===== config.mk =====
export PLATFORM = sky130hd
export DESIGN_NAME = rational_arithmetic_unit
export DESIGN_NICKNAME = d
export VERILOG_FILES = /design/src/design/rau_pkg.sv /design/src/design/rau_datapath.sv /design/src/design/rau_ctrl.sv /design/src/design/rational_arithmetic_unit.sv
export SDC_FILE = /design/constraint.sdc
export NUM_CORES = 2
export LEC_CHECK = 0
export BUFFER_PORTS_ARGS = -buffer_cell sky130_fd_sc_hd__buf_2
export CORE_AREA = 3 3 421 590
export DETAILED_ROUTE_END_ITERATION = 6
export DIE_AREA = 0 0 424 593
export PLACE_DENSITY = 0.49
export SLEW_MARGIN = 10
export SYNTH_ARGS = -nofsm -noshare
export SYNTH_HDL_FRONTEND = slang
export SYNTH_SLANG_ARGS = --single-unit

===== constraint.sdc =====
create_clock -name clk -period 47.8 [get_ports clk]
set_clock_uncertainty 0.05 [all_clocks]
set_input_delay 9.56 -clock clk [delete_from_list [all_inputs] [get_ports clk]]
set_output_delay 9.56 -clock clk [all_outputs]
set_load 0.005 [all_outputs]

===== src/design/rau_pkg.sv =====
// Shared types and constants for the rational arithmetic unit.
package rau_pkg;

  localparam int WORD_BITS = 32;
  localparam int CNT_BITS  = $clog2(WORD_BITS + 1);

  typedef enum logic [2:0] {
    CMD_ADD      = 3'd0,
    CMD_SUB      = 3'd1,
    CMD_MUL      = 3'd2,
    CMD_DIV      = 3'd3,
    CMD_SIMPLIFY = 3'd4,
    CMD_NEGATE   = 3'd5,
    CMD_INVERT   = 3'd6,
    CMD_COMPARE  = 3'd7
  } cmd_t;

  // Datapath operations issued by the controller.
  typedef enum logic [3:0] {
    OP_NONE,
    OP_LOAD,       // capture operands
    OP_MUL1,       // first product pair
    OP_MUL2,       // second product pair
    OP_MUL3,       // denominator product a_den * b_den
    OP_FINISH,     // form arithmetic result
    OP_GCD_INIT,   // x = a_num, y = a_den, start remainder
    OP_DIV_STEP,   // one restoring division step
    OP_REM_DONE,   // advance euclid on remainder
    OP_QN_INIT,    // start a_num / g
    OP_QD_INIT,    // unused; a_den / g is started by OP_QN_DONE
    OP_QN_DONE,
    OP_QD_DONE,
    OP_SIMP_OUT
  } op_t;

  typedef struct packed {
    op_t op;
  } ctrl_t;

  typedef struct packed {
    logic rem_zero;   // remainder of euclid step is zero
    logic den_zero;   // a_den is zero
    logic div_last;   // last division step is running
  } stat_t;

endpackage


===== src/design/rau_datapath.sv =====
// Datapath: operand registers, multiplier, shared iterative divider.
module rau_datapath (
  input  logic                                  clk,
  input  rau_pkg::ctrl_t                        ctrl,
  input  logic [2:0]                            cmd,
  input  logic signed [rau_pkg::WORD_BITS-1:0]  a_num,
  input  logic signed [rau_pkg::WORD_BITS-1:0]  a_den,
  input  logic signed [rau_pkg::WORD_BITS-1:0]  b_num,
  input  logic signed [rau_pkg::WORD_BITS-1:0]  b_den,
  output rau_pkg::stat_t                        stat,
  output logic signed [rau_pkg::WORD_BITS-1:0]  res_num,
  output logic signed [rau_pkg::WORD_BITS-1:0]  res_den,
  output logic                                  less_than,
  output logic                                  equal_to,
  output logic                                  zero_den_error
);

  localparam int W = rau_pkg::WORD_BITS;

  logic [2:0]          cmd_r;
  logic signed [W-1:0] an_r, ad_r, bn_r, bd_r;
  logic signed [2*W-1:0] p0_r, p1_r, p2_r, p0_nxt, p1_nxt, p2_nxt;
  logic signed [W-1:0] ma, mb;
  // Euclid and division state (magnitudes with separate signs).
  logic signed [W-1:0] y_r;
  logic [W-1:0]        dvd_r, dvs_r, quo_r;
  logic [W:0]          rem_r;
  logic                qneg_r, rneg_r;
  logic [rau_pkg::CNT_BITS-1:0] cnt_r;
  logic signed [W-1:0] qn_r;
  logic signed [W-1:0] rn_r, rd_r;
  logic                lt_r, eq_r, err_r;
  logic [W:0]          trial;
  logic [W-1:0]        rem_next;
  logic signed [W-1:0] rem_signed, quo_signed;

  // Operand for the multiplier: b inverted and sign-normalized for divide.
  logic signed [W-1:0] dbn, dbd;
  always_comb begin
    dbn = bd_r;
    dbd = bn_r;
    if (bn_r < 0) begin
      dbn = -bd_r;
      dbd = -bn_r;
    end
  end

  // Product selection per command and pass.
  always_comb begin
    ma = an_r;
    mb = bd_r;
    case (ctrl.op)
      rau_pkg::OP_MUL1: begin
        case (cmd_r)
          rau_pkg::CMD_MUL: begin ma = an_r; mb = bn_r; end
          rau_pkg::CMD_DIV: begin ma = an_r; mb = dbn;  end
          default:          begin ma = an_r; mb = bd_r; end
        endcase
      end
      rau_pkg::OP_MUL2: begin
        case (cmd_r)
          rau_pkg::CMD_ADD, rau_pkg::CMD_SUB, rau_pkg::CMD_COMPARE: begin
            ma = bn_r; mb = ad_r;
          end
          rau_pkg::CMD_DIV: begin ma = ad_r; mb = dbd;  end
          default:          begin ma = ad_r; mb = bd_r; end
        endcase
      end
      // The third pass forms the common denominator.
      default: begin
        ma = ad_r; mb = bd_r;
      end
    endcase
  end

  // One 32x32 multiplier, up to three passes.
  always_comb begin
    p0_nxt = p0_r;
    p1_nxt = p1_r;
    p2_nxt = p2_r;
    if (ctrl.op == rau_pkg::OP_MUL1) p0_nxt = ma * mb;
    if (ctrl.op == rau_pkg::OP_MUL2) p1_nxt = ma * mb;
    if (ctrl.op == rau_pkg::OP_MUL3) p2_nxt = ma * mb;
  end

  // Restoring division step on magnitudes.
  assign trial    = {rem_r[W-1:0], dvd_r[W-1]} - {1'b0, dvs_r};
  assign rem_next = trial[W] ? {rem_r[W-2:0], dvd_r[W-1]} : trial[W-1:0];
  assign rem_signed = rneg_r ? -$signed(rem_r[W-1:0]) : $signed(rem_r[W-1:0]);
  assign quo_signed = qneg_r ? -$signed(quo_r) : $signed(quo_r);

  function automatic logic [W-1:0] mag(input logic signed [W-1:0] v);
    mag = v[W-1] ? W'(-v) : W'(v);
  endfunction

  always_ff @(posedge clk) begin
    p0_r <= p0_nxt;
    p1_r <= p1_nxt;
    p2_r <= p2_nxt;
    case (ctrl.op)
      rau_pkg::OP_LOAD: begin
        cmd_r <= cmd; an_r <= a_num; ad_r <= a_den; bn_r <= b_num; bd_r <= b_den;
        lt_r <= 1'b0; eq_r <= 1'b0; err_r <= 1'b0;
      end
      rau_pkg::OP_FINISH: begin
        case (cmd_r)
          rau_pkg::CMD_ADD: begin
            rn_r <= W'(p0_r + p1_r); rd_r <= W'(p2_r);
          end
          rau_pkg::CMD_SUB: begin
            rn_r <= W'(p0_r - p1_r); rd_r <= W'(p2_r);
          end
          rau_pkg::CMD_MUL, rau_pkg::CMD_DIV: begin
            rn_r <= W'(p0_r); rd_r <= W'(p1_r);
          end
          rau_pkg::CMD_NEGATE: begin
            rn_r <= -an_r; rd_r <= ad_r;
          end
          rau_pkg::CMD_INVERT: begin
            rn_r <= an_r[W-1] ? -ad_r : ad_r;
            rd_r <= an_r[W-1] ? -an_r : an_r;
          end
          rau_pkg::CMD_SIMPLIFY: begin
            rn_r <= an_r; rd_r <= ad_r; err_r <= 1'b1;
          end
          default: begin
            rn_r <= '0; rd_r <= '0;
            lt_r <= p0_r < p1_r;
            eq_r <= p0_r == p1_r;
          end
        endcase
      end
      rau_pkg::OP_GCD_INIT: begin
        y_r <= ad_r;
        dvd_r <= mag(an_r); dvs_r <= mag(ad_r); rem_r <= '0;
        rneg_r <= an_r[W-1]; qneg_r <= an_r[W-1] ^ ad_r[W-1];
        cnt_r <= '0;
      end
      rau_pkg::OP_DIV_STEP: begin
        rem_r <= {1'b0, rem_next};
        dvd_r <= {dvd_r[W-2:0], 1'b0};
        quo_r <= {quo_r[W-2:0], ~trial[W]};
        cnt_r <= cnt_r + 1'b1;
      end
      rau_pkg::OP_REM_DONE: begin
        // Next euclid pair: x = y, y = r.
        y_r <= rem_signed;
        dvd_r <= mag(y_r); dvs_r <= mag(rem_signed); rem_r <= '0;
        rneg_r <= y_r[W-1]; qneg_r <= y_r[W-1] ^ rem_signed[W-1];
        cnt_r <= '0;
      end
      rau_pkg::OP_QN_INIT: begin
        dvd_r <= mag(an_r); dvs_r <= mag(y_r); rem_r <= '0;
        rneg_r <= an_r[W-1]; qneg_r <= an_r[W-1] ^ y_r[W-1];
        cnt_r <= '0;
      end
      rau_pkg::OP_QN_DONE: begin
        qn_r <= quo_signed;
        dvd_r <= mag(ad_r); dvs_r <= mag(y_r); rem_r <= '0;
        rneg_r <= ad_r[W-1]; qneg_r <= ad_r[W-1] ^ y_r[W-1];
        cnt_r <= '0;
      end
      rau_pkg::OP_QD_DONE: begin
        rn_r <= quo_signed[W-1] ? -qn_r : qn_r;
        rd_r <= quo_signed[W-1] ? -quo_signed : quo_signed;
      end
      default: ;
    endcase
  end

  assign stat.rem_zero = (rem_r[W-1:0] == '0);
  assign stat.den_zero = (ad_r == '0);
  assign stat.div_last = (cnt_r == rau_pkg::CNT_BITS'(W - 1));

  assign res_num        = rn_r;
  assign res_den        = rd_r;
  assign less_than      = lt_r;
  assign equal_to       = eq_r;
  assign zero_den_error = err_r;

endmodule


===== src/design/rau_ctrl.sv =====
// Controller: sequences the datapath for one transaction at a time.
module rau_ctrl (
  input  logic           clk,
  input  logic           rst_n,
  input  logic           in_valid,
  output logic           in_stall,
  input  logic [2:0]     cmd,
  input  rau_pkg::stat_t stat,
  output rau_pkg::ctrl_t ctrl,
  output logic           out_valid,
  input  logic           out_stall
);

  typedef enum logic [3:0] {
    S_IDLE, S_MUL1, S_MUL2, S_MUL3, S_FIN, S_GINIT, S_GDIV, S_GCHK,
    S_QNDIV, S_QDDIV, S_QDDONE, S_OUT
  } state_t;

  state_t state_r, state_nxt;
  logic   simp_r, simp_nxt;
  logic   out_valid_r, out_valid_nxt;

  assign in_stall  = (state_r != S_IDLE) || (out_valid_r && out_stall);
  assign out_valid = out_valid_r;

  always_comb begin
    state_nxt     = state_r;
    simp_nxt      = simp_r;
    out_valid_nxt = out_valid_r && out_stall;
    ctrl.op       = rau_pkg::OP_NONE;
    case (state_r)
      S_IDLE: if (in_valid && !in_stall) begin
        ctrl.op   = rau_pkg::OP_LOAD;
        simp_nxt  = (cmd == rau_pkg::CMD_SIMPLIFY);
        state_nxt = S_MUL1;
      end
      S_MUL1: begin
        ctrl.op = rau_pkg::OP_MUL1; state_nxt = S_MUL2;
      end
      S_MUL2: begin
        ctrl.op = rau_pkg::OP_MUL2;
        state_nxt = (simp_r && !stat.den_zero) ? S_GINIT : S_MUL3;
      end
      S_MUL3: begin
        ctrl.op = rau_pkg::OP_MUL3; state_nxt = S_FIN;
      end
      S_FIN: begin
        ctrl.op = rau_pkg::OP_FINISH; state_nxt = S_OUT;
      end
      S_GINIT: begin
        ctrl.op = rau_pkg::OP_GCD_INIT; state_nxt = S_GDIV;
      end
      S_GDIV: begin
        ctrl.op = rau_pkg::OP_DIV_STEP;
        if (stat.div_last) state_nxt = S_GCHK;
      end
      S_GCHK: begin
        // Zero remainder: y holds the gcd.
        if (stat.rem_zero) begin
          ctrl.op = rau_pkg::OP_QN_INIT; state_nxt = S_QNDIV;
        end else begin
          ctrl.op = rau_pkg::OP_REM_DONE; state_nxt = S_GDIV;
        end
      end
      S_QNDIV: begin
        ctrl.op = rau_pkg::OP_DIV_STEP;
        if (stat.div_last) state_nxt = S_QDDIV;
      end
      S_QDDIV: begin
        ctrl.op = rau_pkg::OP_QN_DONE; state_nxt = S_QDDONE;
      end
      S_QDDONE: begin
        ctrl.op = rau_pkg::OP_DIV_STEP;
        if (stat.div_last) state_nxt = S_FIN;
      end
      S_OUT: if (!(out_valid_r && out_stall)) begin
        out_valid_nxt = 1'b1; state_nxt = S_IDLE;
      end
      default: state_nxt = S_IDLE;
    endcase
    // Final quotient of simplify replaces the generic finish.
    if (state_r == S_FIN && simp_r && !stat.den_zero) ctrl.op = rau_pkg::OP_QD_DONE;
  end

  always_ff @(posedge clk) begin
    if (!rst_n) begin
      state_r     <= S_IDLE;
      simp_r      <= 1'b0;
      out_valid_r <= 1'b0;
    end else begin
      state_r     <= state_nxt;
      simp_r      <= simp_nxt;
      out_valid_r <= out_valid_nxt;
    end
  end

  // A result only appears on leaving the output state.
  a_out_src: assert property (@(posedge clk) disable iff (!rst_n)
    $rose(out_valid_r) |-> $past(state_r) == S_OUT) else $error("out_valid without S_OUT");
  // No transaction is taken while one is in progress.
  a_busy: assert property (@(posedge clk) disable iff (!rst_n)
    (state_r != S_IDLE) |-> in_stall) else $error("accept while busy");
  // Division runs only in its loop states.
  a_div: assert property (@(posedge clk) disable iff (!rst_n)
    (ctrl.op == rau_pkg::OP_DIV_STEP) |->
    (state_r == S_GDIV || state_r == S_QNDIV || state_r == S_QDDONE)) else $error("stray step");

endmodule


===== src/design/rational_arithmetic_unit.sv =====
// Top level of the rational arithmetic unit.
// One transaction at a time: add, sub, mul, div, negate, invert, compare and
// simplify with a zero denominator present their result after the states
// MUL1, MUL2, MUL3, FIN and OUT (three passes through one 32x32 multiplier),
// and the next transaction can be accepted once the controller is idle and
// the output is not stalled; simplify presents its result after its Euclid
// remainder steps, each a run of the shared bit-serial divider plus a check,
// followed by the two quotient divisions.
module rational_arithmetic_unit (
  input  logic                                  clk,
  input  logic                                  rst_n,
  input  logic                                  in_valid,
  output logic                                  in_stall,
  input  logic [2:0]                            in_cmd,
  input  logic signed [rau_pkg::WORD_BITS-1:0]  in_a_num,
  input  logic signed [rau_pkg::WORD_BITS-1:0]  in_a_den,
  input  logic signed [rau_pkg::WORD_BITS-1:0]  in_b_num,
  input  logic signed [rau_pkg::WORD_BITS-1:0]  in_b_den,
  output logic                                  out_valid,
  input  logic                                  out_stall,
  output logic signed [rau_pkg::WORD_BITS-1:0]  out_res_num,
  output logic signed [rau_pkg::WORD_BITS-1:0]  out_res_den,
  output logic                                  out_less_than,
  output logic                                  out_equal_to,
  output logic                                  out_zero_den_error
);

  rau_pkg::ctrl_t ctrl;
  rau_pkg::stat_t stat;

  rau_ctrl u_ctrl (
    .clk(clk), .rst_n(rst_n), .in_valid(in_valid), .in_stall(in_stall),
    .cmd(in_cmd), .stat(stat), .ctrl(ctrl), .out_valid(out_valid), .out_stall(out_stall)
  );

  rau_datapath u_dp (
    .clk(clk), .ctrl(ctrl), .cmd(in_cmd), .a_num(in_a_num), .a_den(in_a_den),
    .b_num(in_b_num), .b_den(in_b_den), .stat(stat), .res_num(out_res_num),
    .res_den(out_res_den), .less_than(out_less_than), .equal_to(out_equal_to),
    .zero_den_error(out_zero_den_error)
  );

endmodule


* After elaboration in Yosys (flattened, before gate mapping)
Cells that the tools add are included.
** Word-level totals
- Output and inout port bits :: 69
- Bits in registers :: 564
** Operators by class
- Add/sub/neg operators :: 14
- Muxes and demuxes :: 47
- Order comparisons :: 2
- Bitwise logic cells :: 5
- $mul :: 1
- Eq/ne operators :: 39
- Reductions and logical operators :: 34
** Operators by type and width (number)
- $pmux W32 S2 :: 8
- $mux W32 :: 13
- $neg A32 Y32 :: 10
- $pmux W32 S4 :: 2
- $pmux W32 S6 :: 1
- $pmux W32 S3 :: 1
- $eq A64 B64 Y1 :: 1
- $logic_not A32 Y1 :: 2
- $lt A64 B64 Y1 :: 1
- $mul A32 B32 Y64 :: 1
- $pmux W4 S12 :: 1
- $pmux W4 S9 :: 1
- $sub A33 B32 Y33 :: 1
- $add A32 B32 Y32 :: 1
- $eq A4 B3 Y1 const B :: 8
- $eq A4 B4 Y1 const B :: 8
- $lt A32 B1 Y1 const B :: 1
- $sub A32 B32 Y32 :: 1
- $mux W4 :: 7
- $eq A4 B2 Y1 const B :: 4
- $eq A3 B3 Y1 const B :: 5
- $pmux W6 S2 :: 1
- $reduce_bool A4 Y1 :: 3
- $ne A2 B2 Y1 const B :: 5
- 26 further kinds :: 55

* Longest topological paths before layout
- Depth after elaboration :: 10
- Gate-level depth with buffers :: 44
- Mapped depth without buffers :: 40

* Hierarchy
From an unflattened synthesis, not the netlist that was laid out.
** Second synthesis, totals
- Cell total of the unflattened synthesis :: 7766
- Area total of the unflattened synthesis :: 72928.7 µm²
** Modules (own cells, without submodules)
- rau_datapath :: times used 1, cells an instance 7689, sequential area each 16756.1 µm², area each 72368.2 µm²
- rau_ctrl :: times used 1, cells an instance 77, sequential area each 120.1 µm², area each 560.5 µm²

* Worst setup path before layout
Ideal clock, no wire load.
- Path type :: input-to-output
- Start point :: input port out_stall
- End point :: output port in_stall
- Cell stages on the path :: 2
- Path buffers :: 0
- Data arrival time :: 9.729 ns
- Path slack :: 28.461 ns
- Cell sequence :: nand2_1 nand2_1
** On the way
- Cells in the longest elaborated chain, start to end :: 2
** RTL lines
- start, declared :: RTL line rational_arithmetic_unit.sv:20 : input logic out_stall,
- $logic_and A1 B1 Y1 :: RTL line rau_ctrl.sv:23 : assign in_stall = (state_r != S_IDLE) || (out_valid_r && out_stall);
- $logic_or A1 B1 Y1 :: RTL line rau_ctrl.sv:23
- end, declared :: RTL line rational_arithmetic_unit.sv:13 : output logic in_stall,
No other way between the ends.

* Worst setup path after layout
- Start point :: input port out_stall
- End point :: register u_dp.p0_r[54] (data pin)
** On the way
- Cells in the longest elaborated chain, start to end :: 10
- Elaborated cells between the ends (all ways) :: 12
** RTL lines
- $logic_and A1 B1 Y1 * :: RTL line rau_ctrl.sv:23
- $logic_or A1 B1 Y1 * :: RTL line rau_ctrl.sv:23
- $logic_not A1 Y1 * :: RTL line rau_ctrl.sv:32 : S_IDLE: if (in_valid && !in_stall) begin
- $logic_and A1 B1 Y1 * :: RTL line rau_ctrl.sv:32
- $mux W1 * :: RTL line rau_ctrl.sv:32
- $pmux W4 S9 * :: RTL line rau_ctrl.sv:31 : case (state_r)
- $mux W4 * :: RTL line rau_ctrl.sv:82 : if (state_r == S_FIN && simp_r && !stat.den_zero) ctrl.op = rau_pkg::OP_QD_DONE;
- $eq A4 B2 Y1 :: RTL line rau_datapath.sv:52 : case (ctrl.op)
- $pmux W32 S2 :: RTL line rau_datapath.sv:52
- $mul A32 B32 Y64 * :: RTL line rau_datapath.sv:81 : if (ctrl.op == rau_pkg::OP_MUL1) p0_nxt = ma * mb;
- end signal, assigned :: RTL line rau_datapath.sv:97 : p0_r <= p0_nxt;
- end, declared :: RTL line rau_datapath.sv:22 : logic signed [2*W-1:0] p0_r, p1_r, p2_r, p0_nxt, p1_nxt, p2_nxt;
Every way passes the cells marked *; elsewhere a longest branch is shown, timed or not.
A chain may end at the register's enable or synchronous reset.

==> flow_metrics.tcl <==
set metrics [dict create \
    outcome "finished with violations" \
    violations "design-rule violations" \
    ys_async_sr_fraction 0 \
    end_kind "flop" \
    finalSetupTns_ns 0 \
    worstMarginPinSlew_ns 1.35 \
    h-tree-depth 3 \
    cts_resized 0 \
    path_clk_slew_ns 0.06 \
    setup_slack_ns 26.22 \
    period_share 0.451 \
    rsz0062_at_grt "no" \
    ios 204 \
    ant_nets 0 \
    yosys_warnings 0 \
    synthFlopType "edfxtp_1" \
    max_freq_ghz 0.0463 \
    clk_latency_ns 0.75 \
    syn_area_um2 72900 \
    cap_violations 0 \
    crit_top_cell "fa_1" \
    vias 59400 \
    reg.largest.list "u_dp.p0_r: 64 flops, u_dp.p1_r: 64 flops" \
    die_w_um 424 \
    rows 214 \
    ys_types 100 \
    final_cell_mix "inv_1 (1205), fa_1 (1085), nand2_1 (827)" \
    syn_to_final_growth_pct 10.2 \
    regArea_um2 16900 \
    min_period_ns 21.58 \
    grt.total_usage 0.236 \
    hold_viol_final 0 \
    n_fill_cell 25300 \
    grt_start_max_net_pins 70 \
    grt_busiest_layer "met2" \
    cts.sinks 564 \
    antenna_found_initial 22 \
    maxSlewHeadroom 0.102 \
    portBuffers 203 \
    critPathMaxFanout 32 \
    cts_tree "done" \
    core_area_um2 243000 \
    layout_commonest_cell "inv_1" \
    met1_usage 0.257 \
    slowest_delay_ns 1.02 \
    place_hpwl_um 233000 \
    grt_pass1_wl_um 432000 \
    cts_buffer_depth 3 \
    cp_slowest_cell "and2_1" \
    yosysSeqAreaShare 0.231 \
    required_ns 48.11 \
    final_layout_size_suffix_gt1_frac 0.0860 \
    overflow 0 \
    synth.avg_cell_area_um2 9.44 \
    drtIter0Drc 5246 \
    ys_ff_latch 564 \
    multi_input_area_um2 50100 \
    grtUsageMet3 0.0413 \
    met2_usage 0.414 \
    first_pass_iters 7 \
    wirelength_um 298000 \
    die_y_um 593 \
    drcViolationCount 26 \
    vias_per_cell 5.38 \
    setup_viol 0 \
    nets 9287 \
    gp_congestion 0.945 \
    cts_made_buffers 72 \
    start_util 0.300 \
    die_area_um2 251000 \
    crit_arrival_ns 21.89 \
    startpoint_type "input pin" \
    pre_cts_ws_ns 25.56 \
    wire_per_inst_um 26.9 \
    synth_edf_count 558 \
    slew_viol_final 0 \
    root_buffer "clkbuf_16" \
    cts_setup_buffers 0 \
    syn_nets 9266 \
    path_class "input pin to flop" \
    hold_class "flop to flop" \
    syn_inst 7725 \
    grt_pass1_vias 62400 \
    cts_hold_buf 0 \
]
==> critical path, delay by kind of cell <==
family                   cells  cell delay, ns
AND/OR/NAND/NOR             11            3.15
buffers and inverters        8            1.20
AO/OA/AOI/OAI                9            3.71
adder cells (fa/ha/maj)      9            4.14
==> per-stage QoR <==
step                      instance area, um^2  hold slack, ns  utilization  std cells
after floorplan                         72900           0.374            -       7725
after global placement                  78000           0.443        0.321      10900
after detailed placement                78000           0.431        0.321      10900
after global routing                    80400           0.466        0.331      11000
final                                   80400           0.452        0.331      11000
after CTS                               80400           0.446        0.331      11000
==> cell families after synthesis <==
group,share of synthesized area
compound gates,0.126
xor+xnor,0.0564
fa+ha+maj,0.353
buf+inv,0.0872
flops,0.231
mux,0.0128
simple gates,0.133
==> Yosys cell counts (all sizes together), types with 88 or more instances <==
cell type | instances | share of area
buf | 124 | 0.0083
nor2 | 747 | 0.039
xor2 | 209 | 0.025
xnor2 | 258 | 0.031
inv | 1212 | 0.062
fa | 1085 | 0.30
a21o | 108 | 0.011
ha | 321 | 0.055
nand2 | 827 | 0.043
a21oi | 272 | 0.019
edfxtp | 558 | 0.23
o21ai | 317 | 0.022
o31ai | 88 | 0.0092
clkbuf | 319 | 0.016
==> final timing paths <==
kind	start	endpoint	slack, ns	depth (start not counted)
setup / recovery	out_stall	u_dp.p0_r[54]	26.22	37
hold / removal	u_dp.quo_r[1]	u_dp.quo_r[2]	0.45	0
setup reg to reg	u_dp.rem_r[0]	u_dp.p0_r[54]	33.55	38
hold reg to reg	u_dp.quo_r[1]	u_dp.quo_r[2]	0.45	0
==> per-layer routing <==
layer	share of wire	routed length, um	up-vias
met5	0.00018	55	-
met4	0.086	25600	8
met3	0.066	19800	921
met2	0.50	148000	2539
met1	0.35	104000	30400
li1	-	-	25500
==> cell type report <==
cell class / count / share of cell area
Multi-Input combinational cell: 5505 / 0.623
Inverter: 1213 / 0.0567
Antenna cell: 10 / 0.000311
Clock inverter: 39 / 0.00618
Sequential cell: 564 / 0.210
Clock buffer: 88 / 0.0234
Timing Repair Buffer: 390 / 0.0302
Tap cell: 3240 / 0.0504
Power is left out: the tool's default activity adds up to more than one toggle a clock period on the data nets, which glitch-free logic cannot reach.
